===== src/sv/dsa_pkg.sv =====
package dsa_pkg;

  localparam int COUNT_W     = 9;
  localparam int STRIDE_W    = 13;
  localparam int ADDR_W      = 48;
  localparam int INDEX_W     = 8;
  localparam int CFG_IDX_W   = 3;
  localparam int CFG_DATA_W  = 48;
  localparam int WORD_W      = 32;
  localparam int QUEUE_DEPTH = 2;

  localparam int MAX_SLOTS_DEF    = 256;
  localparam int ADDRESS_BITS_DEF = 48;

  localparam logic [COUNT_W-1:0]  SLOTS_RESET  = 9'd256;
  localparam logic [STRIDE_W-1:0] STRIDE_RESET = 13'd32;

  localparam logic [CFG_IDX_W-1:0] CFG_SLOTS   = 3'd0;
  localparam logic [CFG_IDX_W-1:0] CFG_STRIDE  = 3'd1;
  localparam logic [CFG_IDX_W-1:0] CFG_CPU     = 3'd2;
  localparam logic [CFG_IDX_W-1:0] CFG_GPU     = 3'd3;
  localparam logic [CFG_IDX_W-1:0] CFG_VISIBLE = 3'd4;

  typedef enum logic {
    OP_ALLOC = 1'b0,
    OP_FREE  = 1'b1
  } op_e;

  typedef enum logic [1:0] {
    ST_ALLOCATED = 2'd0,
    ST_FULL      = 2'd1,
    ST_FREED     = 2'd2,
    ST_IGNORED   = 2'd3
  } status_e;

  typedef struct packed {
    op_e                operation;
    logic [INDEX_W-1:0] free_index;
  } req_t;

  typedef struct packed {
    status_e            status;
    logic [INDEX_W-1:0] slot_index;
    logic [ADDR_W-1:0]  cpu_address;
    logic [ADDR_W-1:0]  gpu_address;
    logic [COUNT_W-1:0] used_count;
  } rsp_t;

  typedef struct packed {
    logic               is_free;
    logic               in_range;
    logic [INDEX_W-1:0] index;
  } cmd_t;

  typedef struct packed {
    logic [COUNT_W-1:0]  pool_n;
    logic [STRIDE_W-1:0] stride;
    logic [ADDR_W-1:0]   cpu_base;
    logic [ADDR_W-1:0]   gpu_base;
    logic                visible;
  } cfg_t;

  // slot indexes never reach past what a 9-bit slot count can address
  function automatic int slot_cap(input int max_slots);
    slot_cap = (max_slots > 511) ? 511 : max_slots;
  endfunction

endpackage


===== src/sv/dsa_front.sv =====
module dsa_front (
  input  logic              clk_i,
  input  logic              rst_ni,
  input  logic              in_valid_i,
  output logic              in_stall_o,
  input  dsa_pkg::req_t     in_data_i,
  input  logic [dsa_pkg::COUNT_W-1:0] pool_n_i,
  output logic              cmd_valid_o,
  output dsa_pkg::cmd_t     cmd_o,
  input  logic              cmd_pop_i
);

  localparam int QPTR_W = (dsa_pkg::QUEUE_DEPTH > 1) ? $clog2(dsa_pkg::QUEUE_DEPTH) : 1;
  localparam int QCNT_W = $clog2(dsa_pkg::QUEUE_DEPTH + 1);

  dsa_pkg::cmd_t      q_mem_q [dsa_pkg::QUEUE_DEPTH];
  logic [QPTR_W-1:0]  wr_ptr_q, wr_ptr_d;
  logic [QPTR_W-1:0]  rd_ptr_q, rd_ptr_d;
  logic [QCNT_W-1:0]  cnt_q, cnt_d;
  logic               push;
  logic               pop;
  dsa_pkg::cmd_t      new_cmd;

  // classify
  always_comb begin
    new_cmd.is_free  = (in_data_i.operation == dsa_pkg::OP_FREE);
    new_cmd.in_range = ({1'b0, in_data_i.free_index} < pool_n_i);
    new_cmd.index    = in_data_i.free_index;
  end

  assign in_stall_o  = (cnt_q == QCNT_W'(dsa_pkg::QUEUE_DEPTH));
  assign push        = in_valid_i && !in_stall_o;
  assign cmd_valid_o = (cnt_q != '0);
  assign pop         = cmd_pop_i && cmd_valid_o;
  assign cmd_o       = q_mem_q[rd_ptr_q];

  always_comb begin
    wr_ptr_d = wr_ptr_q;
    rd_ptr_d = rd_ptr_q;
    if (push) begin
      wr_ptr_d = (wr_ptr_q == QPTR_W'(dsa_pkg::QUEUE_DEPTH - 1)) ? '0 : wr_ptr_q + 1'b1;
    end
    if (pop) begin
      rd_ptr_d = (rd_ptr_q == QPTR_W'(dsa_pkg::QUEUE_DEPTH - 1)) ? '0 : rd_ptr_q + 1'b1;
    end
    cnt_d = cnt_q + QCNT_W'(push) - QCNT_W'(pop);
  end

  always_ff @(posedge clk_i or negedge rst_ni) begin
    if (!rst_ni) begin
      wr_ptr_q <= '0;
      rd_ptr_q <= '0;
      cnt_q    <= '0;
    end else begin
      wr_ptr_q <= wr_ptr_d;
      rd_ptr_q <= rd_ptr_d;
      cnt_q    <= cnt_d;
    end
  end

  always_ff @(posedge clk_i) begin
    if (push) begin
      q_mem_q[wr_ptr_q] <= new_cmd;
    end
  end

endmodule


===== src/sv/dsa_back.sv =====
module dsa_back #(
  parameter int MAX_SLOTS    = dsa_pkg::MAX_SLOTS_DEF,
  parameter int ADDRESS_BITS = dsa_pkg::ADDRESS_BITS_DEF
) (
  input  logic          clk_i,
  input  logic          rst_ni,
  input  dsa_pkg::cfg_t cfg_i,
  input  logic          cmd_valid_i,
  input  dsa_pkg::cmd_t cmd_i,
  output logic          cmd_pop_o,
  output logic          out_valid_o,
  input  logic          out_stall_i,
  output dsa_pkg::rsp_t out_data_o
);

  localparam int DEPTH     = dsa_pkg::slot_cap(MAX_SLOTS);
  localparam int WW        = dsa_pkg::WORD_W;
  localparam int NUM_WORDS = (DEPTH + WW - 1) / WW;
  localparam int MAP_BITS  = NUM_WORDS * WW;
  localparam int SLOT_W    = $clog2(MAP_BITS);
  localparam int WSEL_W    = (NUM_WORDS > 1) ? $clog2(NUM_WORDS) : 1;
  localparam int BSEL_W    = $clog2(WW);
  localparam int PROD_W    = SLOT_W + dsa_pkg::STRIDE_W;
  localparam int AW        = dsa_pkg::ADDR_W;
  localparam logic [AW-1:0] AddrMask =
    (ADDRESS_BITS >= AW) ? {AW{1'b1}} : ((AW'(1) << ADDRESS_BITS) - AW'(1));

  localparam logic [2:0] S_IDLE = 3'd0;
  localparam logic [2:0] S_SUMM = 3'd1;
  localparam logic [2:0] S_WORD = 3'd2;
  localparam logic [2:0] S_BIT  = 3'd3;
  localparam logic [2:0] S_MUL  = 3'd4;
  localparam logic [2:0] S_ADDR = 3'd5;

  logic [2:0]                   state_q, state_d;
  logic [MAP_BITS-1:0]          map_q, map_d;
  logic [dsa_pkg::COUNT_W-1:0]  count_q, count_d;
  logic                         out_valid_q, out_valid_d;
  dsa_pkg::rsp_t                out_data_q, out_data_d;
  logic [NUM_WORDS-1:0]         summary_q, summary_d;
  logic [WW-1:0]                word_q, word_d;
  logic [WSEL_W-1:0]            word_idx_q, word_idx_d;
  logic [SLOT_W-1:0]            slot_q, slot_d;
  logic [PROD_W-1:0]            prod_q, prod_d;

  logic [MAP_BITS-1:0]          lim;
  logic [NUM_WORDS-1:0]         summ_any;
  logic [WSEL_W-1:0]            word_pick;
  logic [BSEL_W-1:0]            bit_pick;
  logic [dsa_pkg::COUNT_W-1:0]  idx9;
  logic [SLOT_W-1:0]            free_slot;
  logic [WSEL_W+BSEL_W-1:0]     pick_cat;

  // slots below the pool size
  always_comb begin
    for (int g = 0; g < MAP_BITS; g++) begin
      lim[g] = (dsa_pkg::COUNT_W'(g) < cfg_i.pool_n);
    end
  end

  always_comb begin
    for (int w = 0; w < NUM_WORDS; w++) begin
      summ_any[w] = |(map_q[w*WW +: WW] & lim[w*WW +: WW]);
    end
  end

  // lowest word with a free slot
  always_comb begin
    word_pick = '0;
    for (int w = NUM_WORDS - 1; w >= 0; w--) begin
      if (summary_q[w]) begin
        word_pick = WSEL_W'(w);
      end
    end
  end

  // lowest free slot in the chosen word
  always_comb begin
    bit_pick = '0;
    for (int b = WW - 1; b >= 0; b--) begin
      if (word_q[b]) begin
        bit_pick = BSEL_W'(b);
      end
    end
  end

  assign idx9      = {1'b0, cmd_i.index};
  assign free_slot = idx9[SLOT_W-1:0];
  assign pick_cat  = {word_idx_q, bit_pick};

  always_comb begin
    state_d     = state_q;
    map_d       = map_q;
    count_d     = count_q;
    out_valid_d = out_valid_q && out_stall_i;
    out_data_d  = out_data_q;
    summary_d   = summary_q;
    word_d      = word_q;
    word_idx_d  = word_idx_q;
    slot_d      = slot_q;
    prod_d      = prod_q;
    cmd_pop_o   = 1'b0;

    unique case (state_q)
      S_IDLE: begin
        if (cmd_valid_i && !out_valid_q) begin
          cmd_pop_o = 1'b1;
          if (cmd_i.is_free) begin
            out_valid_d            = 1'b1;
            out_data_d.slot_index  = '0;
            out_data_d.cpu_address = '0;
            out_data_d.gpu_address = '0;
            if (cmd_i.in_range && !map_q[free_slot]) begin
              map_d[free_slot]      = 1'b1;
              count_d               = count_q - 1'b1;
              out_data_d.status     = dsa_pkg::ST_FREED;
              out_data_d.used_count = count_q - 1'b1;
            end else begin
              out_data_d.status     = dsa_pkg::ST_IGNORED;
              out_data_d.used_count = count_q;
            end
          end else begin
            state_d = S_SUMM;
          end
        end
      end
      S_SUMM: begin
        summary_d = summ_any;
        state_d   = S_WORD;
      end
      S_WORD: begin
        if (summary_q == '0) begin
          out_valid_d            = 1'b1;
          out_data_d.status      = dsa_pkg::ST_FULL;
          out_data_d.slot_index  = '0;
          out_data_d.cpu_address = '0;
          out_data_d.gpu_address = '0;
          out_data_d.used_count  = count_q;
          state_d                = S_IDLE;
        end else begin
          word_idx_d = word_pick;
          word_d     = map_q[word_pick*WW +: WW] & lim[word_pick*WW +: WW];
          state_d    = S_BIT;
        end
      end
      S_BIT: begin
        slot_d                   = pick_cat[SLOT_W-1:0];
        map_d[pick_cat[SLOT_W-1:0]] = 1'b0;
        count_d                  = count_q + 1'b1;
        state_d                  = S_MUL;
      end
      S_MUL: begin
        prod_d  = PROD_W'(slot_q) * PROD_W'(cfg_i.stride);
        state_d = S_ADDR;
      end
      S_ADDR: begin
        out_valid_d            = 1'b1;
        out_data_d.status      = dsa_pkg::ST_ALLOCATED;
        out_data_d.slot_index  = dsa_pkg::INDEX_W'(slot_q);
        out_data_d.cpu_address = (cfg_i.cpu_base + AW'(prod_q)) & AddrMask;
        out_data_d.gpu_address = cfg_i.visible ?
                                 ((cfg_i.gpu_base + AW'(prod_q)) & AddrMask) : '0;
        out_data_d.used_count  = count_q;
        state_d                = S_IDLE;
      end
      default: begin
        state_d = S_IDLE;
      end
    endcase
  end

  always_ff @(posedge clk_i or negedge rst_ni) begin
    if (!rst_ni) begin
      state_q     <= S_IDLE;
      map_q       <= '1;
      count_q     <= '0;
      out_valid_q <= 1'b0;
    end else begin
      state_q     <= state_d;
      map_q       <= map_d;
      count_q     <= count_d;
      out_valid_q <= out_valid_d;
    end
  end

  always_ff @(posedge clk_i) begin
    out_data_q <= out_data_d;
    summary_q  <= summary_d;
    word_q     <= word_d;
    word_idx_q <= word_idx_d;
    slot_q     <= slot_d;
    prod_q     <= prod_d;
  end

  assign out_valid_o = out_valid_q;
  assign out_data_o  = out_data_q;

endmodule


===== src/sv/descriptor_slot_allocator.sv =====
// channel   direction  handshake               payload
// in        input      in_valid_i / in_stall_o  dsa_pkg::req_t in_data_i
// out       output     out_valid_o / out_stall_i dsa_pkg::rsp_t out_data_o
// cfg       input      cfg_we_i                 cfg_idx_i, cfg_data_i
//
// a transfer enters a two-entry command queue in the cycle it is accepted
// free requests complete in the dequeue step of the execution unit, allocations take six steps:
// dequeue, bitmap summary, word pick, slot pick, index times stride, base add
// the slot bitmap sits in flip-flops that reset sets to all free, no clearing pass
// the result register holds a stalled result; the queue keeps taking input until both entries fill
module descriptor_slot_allocator #(
  parameter int MAX_SLOTS    = dsa_pkg::MAX_SLOTS_DEF,
  parameter int ADDRESS_BITS = dsa_pkg::ADDRESS_BITS_DEF
) (
  input  logic                              clk_i,
  input  logic                              rst_ni,
  input  logic                              in_valid_i,
  output logic                              in_stall_o,
  input  dsa_pkg::req_t                     in_data_i,
  output logic                              out_valid_o,
  input  logic                              out_stall_i,
  output dsa_pkg::rsp_t                     out_data_o,
  input  logic                              cfg_we_i,
  input  logic [dsa_pkg::CFG_IDX_W-1:0]     cfg_idx_i,
  input  logic [dsa_pkg::CFG_DATA_W-1:0]    cfg_data_i
);

  localparam int DEPTH = dsa_pkg::slot_cap(MAX_SLOTS);

  logic [dsa_pkg::COUNT_W-1:0]  slots_q;
  logic [dsa_pkg::STRIDE_W-1:0] stride_q;
  logic [dsa_pkg::ADDR_W-1:0]   cpu_base_q;
  logic [dsa_pkg::ADDR_W-1:0]   gpu_base_q;
  logic                         visible_q;
  logic [dsa_pkg::COUNT_W-1:0]  pool_n;
  dsa_pkg::cfg_t                cfg;
  logic                         cmd_valid;
  dsa_pkg::cmd_t                cmd;
  logic                         cmd_pop;

  always_ff @(posedge clk_i or negedge rst_ni) begin
    if (!rst_ni) begin
      slots_q    <= dsa_pkg::SLOTS_RESET;
      stride_q   <= dsa_pkg::STRIDE_RESET;
      cpu_base_q <= '0;
      gpu_base_q <= '0;
      visible_q  <= 1'b0;
    end else if (cfg_we_i) begin
      unique case (cfg_idx_i)
        dsa_pkg::CFG_SLOTS:   slots_q    <= cfg_data_i[dsa_pkg::COUNT_W-1:0];
        dsa_pkg::CFG_STRIDE:  stride_q   <= cfg_data_i[dsa_pkg::STRIDE_W-1:0];
        dsa_pkg::CFG_CPU:     cpu_base_q <= cfg_data_i[dsa_pkg::ADDR_W-1:0];
        dsa_pkg::CFG_GPU:     gpu_base_q <= cfg_data_i[dsa_pkg::ADDR_W-1:0];
        dsa_pkg::CFG_VISIBLE: visible_q  <= cfg_data_i[0];
        default: begin
        end
      endcase
    end
  end

  // slot count above the built depth acts as the depth
  assign pool_n = (slots_q > dsa_pkg::COUNT_W'(DEPTH)) ? dsa_pkg::COUNT_W'(DEPTH) : slots_q;

  always_comb begin
    cfg.pool_n   = pool_n;
    cfg.stride   = stride_q;
    cfg.cpu_base = cpu_base_q;
    cfg.gpu_base = gpu_base_q;
    cfg.visible  = visible_q;
  end

  dsa_front u_front (
    .clk_i       (clk_i),
    .rst_ni      (rst_ni),
    .in_valid_i  (in_valid_i),
    .in_stall_o  (in_stall_o),
    .in_data_i   (in_data_i),
    .pool_n_i    (pool_n),
    .cmd_valid_o (cmd_valid),
    .cmd_o       (cmd),
    .cmd_pop_i   (cmd_pop)
  );

  dsa_back #(
    .MAX_SLOTS    (MAX_SLOTS),
    .ADDRESS_BITS (ADDRESS_BITS)
  ) u_back (
    .clk_i       (clk_i),
    .rst_ni      (rst_ni),
    .cfg_i       (cfg),
    .cmd_valid_i (cmd_valid),
    .cmd_i       (cmd),
    .cmd_pop_o   (cmd_pop),
    .out_valid_o (out_valid_o),
    .out_stall_i (out_stall_i),
    .out_data_o  (out_data_o)
  );

endmodule


===== config.mk =====
export PLATFORM = sky130hd
export DESIGN_NAME = descriptor_slot_allocator
export DESIGN_NICKNAME = d
export VERILOG_FILES = /design/src/sv/dsa_pkg.sv /design/src/sv/dsa_front.sv /design/src/sv/dsa_back.sv /design/src/sv/descriptor_slot_allocator.sv
export SDC_FILE = /design/constraint.sdc
export NUM_CORES = 2
export LEC_CHECK = 0
export ABC_AREA = 1
export BUFFER_PORTS_ARGS = -buffer_cell sky130_fd_sc_hd__buf_2
export CAP_MARGIN = 20
export CORE_AREA = 3 3 371 373
export CTS_CLUSTER_DIAMETER = 30
export DETAILED_ROUTE_END_ITERATION = 12
export DIE_AREA = 0 0 374 376
export SETUP_SLACK_MARGIN = 0.3
export SLEW_MARGIN = 20
export SYNTH_ARGS = -nofsm -noshare
export SYNTH_HDL_FRONTEND = slang
export SYNTH_HIERARCHICAL = 1
export SYNTH_SLANG_ARGS = --single-unit

===== constraint.sdc =====
create_clock -name clk_i -period 21.4 [get_ports clk_i]
set_input_delay 6.42 -clock clk_i [delete_from_list [all_inputs] [get_ports clk_i]]
set_output_delay 6.42 -clock clk_i [all_outputs]
set_load 0.01 [all_outputs]

---- After elaboration in Yosys (flattened, before gate mapping) ----
Memory sizes are Yosys's and may differ from the RTL's.
Index checks and enable logic that the tools add are counted.
storage, ports and cells
  register bits ........................... 579
  latch bits .............................. 0
  bits in writable memories ............... 20
  ROM bits ................................ 0
  bits of input ports ..................... 65
  output and inout bits ................... 117
  word-level logic and storage cells ...... 433
  memories kept ........................... 1
memory list
  name             depth  bits a word  read ports  clocked after Yosys merged registers in  wr ports  line             text
  u_front.q_mem_q  2      10           1           0                                        1         dsa_front.sv:16  dsa_pkg::cmd_t q_mem_q [dsa_pkg::QUEUE_DEPTH];
operators by class
  $add $sub $neg .......................... 8
  $mul .................................... 1
  div/mod/pow operators ................... 0
  $lt $le $gt $ge ......................... 262
  equality and inequality tests ........... 15
  shift-type cells ........................ 2
  multiplexer cells ....................... 75
  bitwise logic cells ..................... 13
  reductions and logical operators ........ 34
operators by type and width
  cell                                               number
  < comparator 8 x 9 -> 1 bit, first input constant  128
  two-way mux 256 bit                                3
  < comparator 7 x 9 -> 1 bit, first input constant  64
  one-hot mux 256 bit (2 select lines)               1
  variable part select 256 x 9 -> 32 bit             2
  two-way mux 115 bit                                3
  one-hot mux 115 bit (3 select lines)               1
  bitwise AND 32 bit                                 9
  < comparator 6 x 9 -> 1 bit, first input constant  32
  bitwise AND 256 bit                                1
  NOT 256 bit                                        1
  bitwise OR 256 bit                                 1
  OR reduction 32 bit                                8
  two-way mux 5 bit                                  32
  < comparator 5 x 9 -> 1 bit, first input constant  16
  adder 48 x 21 -> 48 bit                            2
  < comparator 4 x 9 -> 1 bit, first input constant  8
  two-way mux 48 bit                                 1
  < comparator 3 x 9 -> 1 bit, first input constant  4
  two-way mux 9 bit                                  4
  two-way mux 3 bit                                  10
  multiplier 8 x 13 -> 21 bit                        1
  < comparator 1 x 9 -> 1 bit, first input constant  2
  < comparator 2 x 9 -> 1 bit, first input constant  2
  other kinds (32)                                   74

---- Depth between registers and ports, before layout ----
  depth after elaboration ................. 39
  mapped depth ............................ 37
  mapped depth without buffers ............ 35

---- Hierarchy ----
The synthesis kept the hierarchy.
modules (own cells, without submodules)
  module                     instances  cells an instance  area an instance (um^2)  sequential area each (um^2)
  dsa_back                   1          4833               34430.5                  12667.1
  descriptor_slot_allocator  1          462                4608.2                   2980.4
  dsa_front                  1          114                1168.6                   700.7

---- Worst setup path before layout ----
No wires, ideal clock.
  kind .................................... flip-flop to flip-flop
  start ................................... register u_back.summary_q[6]
  end ..................................... register u_back.out_data_q (netlist bit u_back/out_data_o[0]), enable pin
  setup time .............................. 759 ps
  arrival time ............................ 9839 ps
  path slack .............................. 10801 ps
  stages on the path, launching flop included .. 6
  buffers on the path ..................... 0
  period minus slack after synthesis ...... 10599 ps
  path through ............................ edfxtp_1 nor4_1 nand2_1 inv_1 nor2_1 a211oi_1
between the ends
  cells in the longest elaborated chain, start to end .. 3
ends and longest elaborated chain
  what                                             line             text
  start: declaration                               dsa_back.sv:40   logic [NUM_WORDS-1:0] summary_q, summary_d;
  start signal: assignment                         dsa_back.sv:188  summary_q <= summary_d;
  logical NOT 8 bit                                dsa_back.sv:132  if (summary_q == '0) begin
  inequality test 2 x 1 -> 1 bit (no source line)  n/a
  AND reduction 4 bit (no source line)             n/a
  end signal: assignment                           dsa_back.sv:187  out_data_q <= out_data_d;
  end: declaration                                 dsa_back.sv:39   dsa_pkg::rsp_t out_data_q, out_data_d;
No other way between the ends.
A chain may end at the register's enable or synchronous reset.

==> impl_metrics.py <==
metrics = {
    "outcome": {
        "outcome": "finished clean",
    },
    "routing": {
        "dr.first_iter.drc_count": 5465,
        "vias": 40300,
        "drc": 0,
        "wl_um": 189000,
        "dr.pass1.iters": 7,
        "wire_per_inst_um": 25.3,
        "viasPerCell": 5.39,
        "ant_nets": 0,
    },
    "pwr": {
        "leakagePower_nw": 22.1,
        "report.power.total_w": 0.00808,
        "ir_worst_vdd_uv": 94.6,
        "p_per_area_nw_per_um2": 167,
    },
    "setup_path": {
        "crit_path_end_kind": "async pin",
        "arrival_ps": 8710,
        "path_max_fanout": 78,
        "r2r_setup_slack_ps": 13640,
        "start_kind": "input port",
        "crit_required_ps": 22200,
        "path_class": "input port to async pin",
    },
    "synthesis": {
        "yosysUniqueCellTypes": 67,
        "async_flop_share": 0.654,
        "synth.most_common_cell": "inv_1",
        "avgSynthCellArea_um2": 7.43,
        "synth_area_um2": 40200,
        "synth_fp_nets": 5636,
        "synth-edff-count": 207,
        "synthFlopType": "dfstp_2",
        "yosysTopAreaCell": "dfstp_2",
        "synth_seq_area_share": 0.407,
        "syn-instance-count": 5409,
        "synth_top_area_frac": 0.169,
        "synthTopCellsByCount": "inv_1 (1,034), nand2_1 (931), nor2_1 (586)",
        "yosysWarnings": 6,
        "ys_seq_elements": 599,
        "ys_top_cells_by_area": "dfstp_2 (17%), edfxtp_1 (15%), inv_1 (9.7%)",
    },
    "sta": {
        "finalWorstSetupSlack_ps": 13490,
        "fin_hold_ws_ps": 492,
        "slew_violations": 0,
        "setup_viol": 0,
        "max_freq_mhz": 126,
        "fin_crit_ps": 7910,
        "hold_viol_final": 0,
        "rsz0062_at_grt": "false",
        "relSlewSlack": 0.114,
        "post-route-period-util": 0.370,
        "fin_skew_ps": 53.0,
        "worst_pin_slew_ps": 1320,
        "setup-tns-final_ps": 0,
    },
    "clock_network": {
        "cts_hold_buf": 0,
        "ctsResizeCount": 0,
        "insertion_delay_ps": 790,
        "clk_pin_slew_worst_paths_ps": 50,
        "cts-htree-levels": 4,
        "cts_setup_buffers": 0,
        "cts_made_buffers": 143,
        "cts_tree": "yes",
        "clk_path_buf_depth": 3,
        "clock_sinks": 599,
        "cts_root_buf": "clkbuf_16",
    },
    "grt": {
        "grt_overflow_total": 0,
        "grt_pass1_wl_um": 270000,
        "antenna_found_initial": 6,
        "grt_pass1_vias": 38600,
        "globalRouteTotalUtil": 0.262,
        "grt_max_degree": 137,
    },
    "flow_run": {
        "max-cap-violations": 0,
    },
    "floorplanning": {
        "initial_utilization": 0.298,
        "num_rows": 135,
        "die_x_um": 374,
        "io_pins": 182,
        "coreArea_um2": 135000,
        "die-area_um2": 141000,
        "die_h_um": 376,
    },
    "placed_design": {
        "dp_hpwl_um": 135000,
        "dp_slack_ps": 12610,
        "dp.cells": 7201,
        "io_buffers": 181,
        "routabilityCongestion": 1.08,
    },
    "finish": {
        "syn2layout_area_growth_pct": 20.1,
        "layout.cells.non_filler": 7475,
        "multi_input_area_um2": 18900,
        "regArea_um2": 16300,
        "drive_gt1_frac": 0.151,
        "fillers": 14200,
        "layout.nets": 5794,
    },
    "worst_hold_path": {
        "hp-class": "register to register",
    },
}
## registers in the layout (all words and copies together), names as in the netlist, 8 cells and up
register / flops
stride_q: 13
slots_q: 9
u_front/q_mem_q: 20
u_back/prod_q: 21
u_back/summary_q: 8
u_back/count_q: 9
u_back/out_data_o: 115
u_back/word_q: 32
u_back/slot_q: 8
cpu_base_q: 48
u_back/map_q: 256
gpu_base_q: 48
## metrics by stage
step / utilization / cell area (um^2)
5_1_grt: 0.358 / 48300
2_1_floorplan: - / 40200
3_5_place_dp: 0.319 / 43100
4_1_cts: 0.357 / 48200
3_3_place_gp: 0.319 / 43000
6_report: 0.358 / 48300
## logic make-up (layout without fill, tap and decap cells)
kind of cell,after synthesis,count (layout),share of synthesized area
AOI/OAI and AO/OA,1209,1209,0.174
xor gates and xnor gates,50,50,0.0111
adders and majority gates,162,162,0.0631
buffers and inverters,1313,1590,0.126
DFF,599,599,0.407
muxes,1,1,0.000249
other,0,8,0
and+or+nand+nor,2075,2075,0.219
## metal layers
metal,GRT usage,share of wire,vias to the layer above
met2,0.403,0.43,2325
met1,0.334,0.40,19300
met3,0.0703,0.10,586
met5,0,0.000064,-
li1,-,-,18100
met4,0.145,0.062,2
## power breakdown
part | internal [W] | total [W] | switching (W)
clock network | 0.00157 | 0.00232 | 0.000753
logic | 0.000966 | 0.00368 | 0.00271
registers | 0.00182 | 0.00209 | 0.000272
## worst max-delay path, cell delays in order
cell   delay, ps
buf_8        470
buf_4        840
buf_4        780
## layout by cell type (no fill, tap or decap), types with 92 or more instances in the layout
master        n
nor2_1      566
buf_2       180
ha_1         94
nand3_1     315
nand2_1     927
o21ai_1     119
buf_4        92
dfstp_2     258
o211ai_1    107
a21oi_1     320
dfrtp_1     134
inv_1      1034
clkbuf_16   144
nand4_1     125
o22ai_1     101
edfxtp_1    207
o21ai_0     375
## area by class of cell
cell class                      instances  area share
Antenna cell                            8    0.000414
Sequential cell                       599       0.338
Inverter                             1049      0.0815
Multi-Input combinational cell       3497       0.392
Tap cell                             1781      0.0461
Timing Repair Buffer                  277      0.0349
Clock inverter                         93      0.0276
Clock buffer                          171      0.0792
## final timing paths
| path | from | end | cells after the start |
|---|---|---|---|
| worst max-delay path | rst_ni | gpu_base_q[35] | 3 |
| worst min-delay path | cpu_base_q[3] | cpu_base_q[3] | 2 |
| worst max register to register | u_front/rd_ptr_q | u_back/map_q[58] | 21 |
| worst min register to register | cpu_base_q[3] | cpu_base_q[3] | 2 |
| max in group clk_i | u_front/cnt_q[0] | in_stall_o | 2 |
| min in group asynchronous | rst_ni | u_back/map_q[13] | 1 |
No activity file was read; power rests on OpenSTA's default activity.
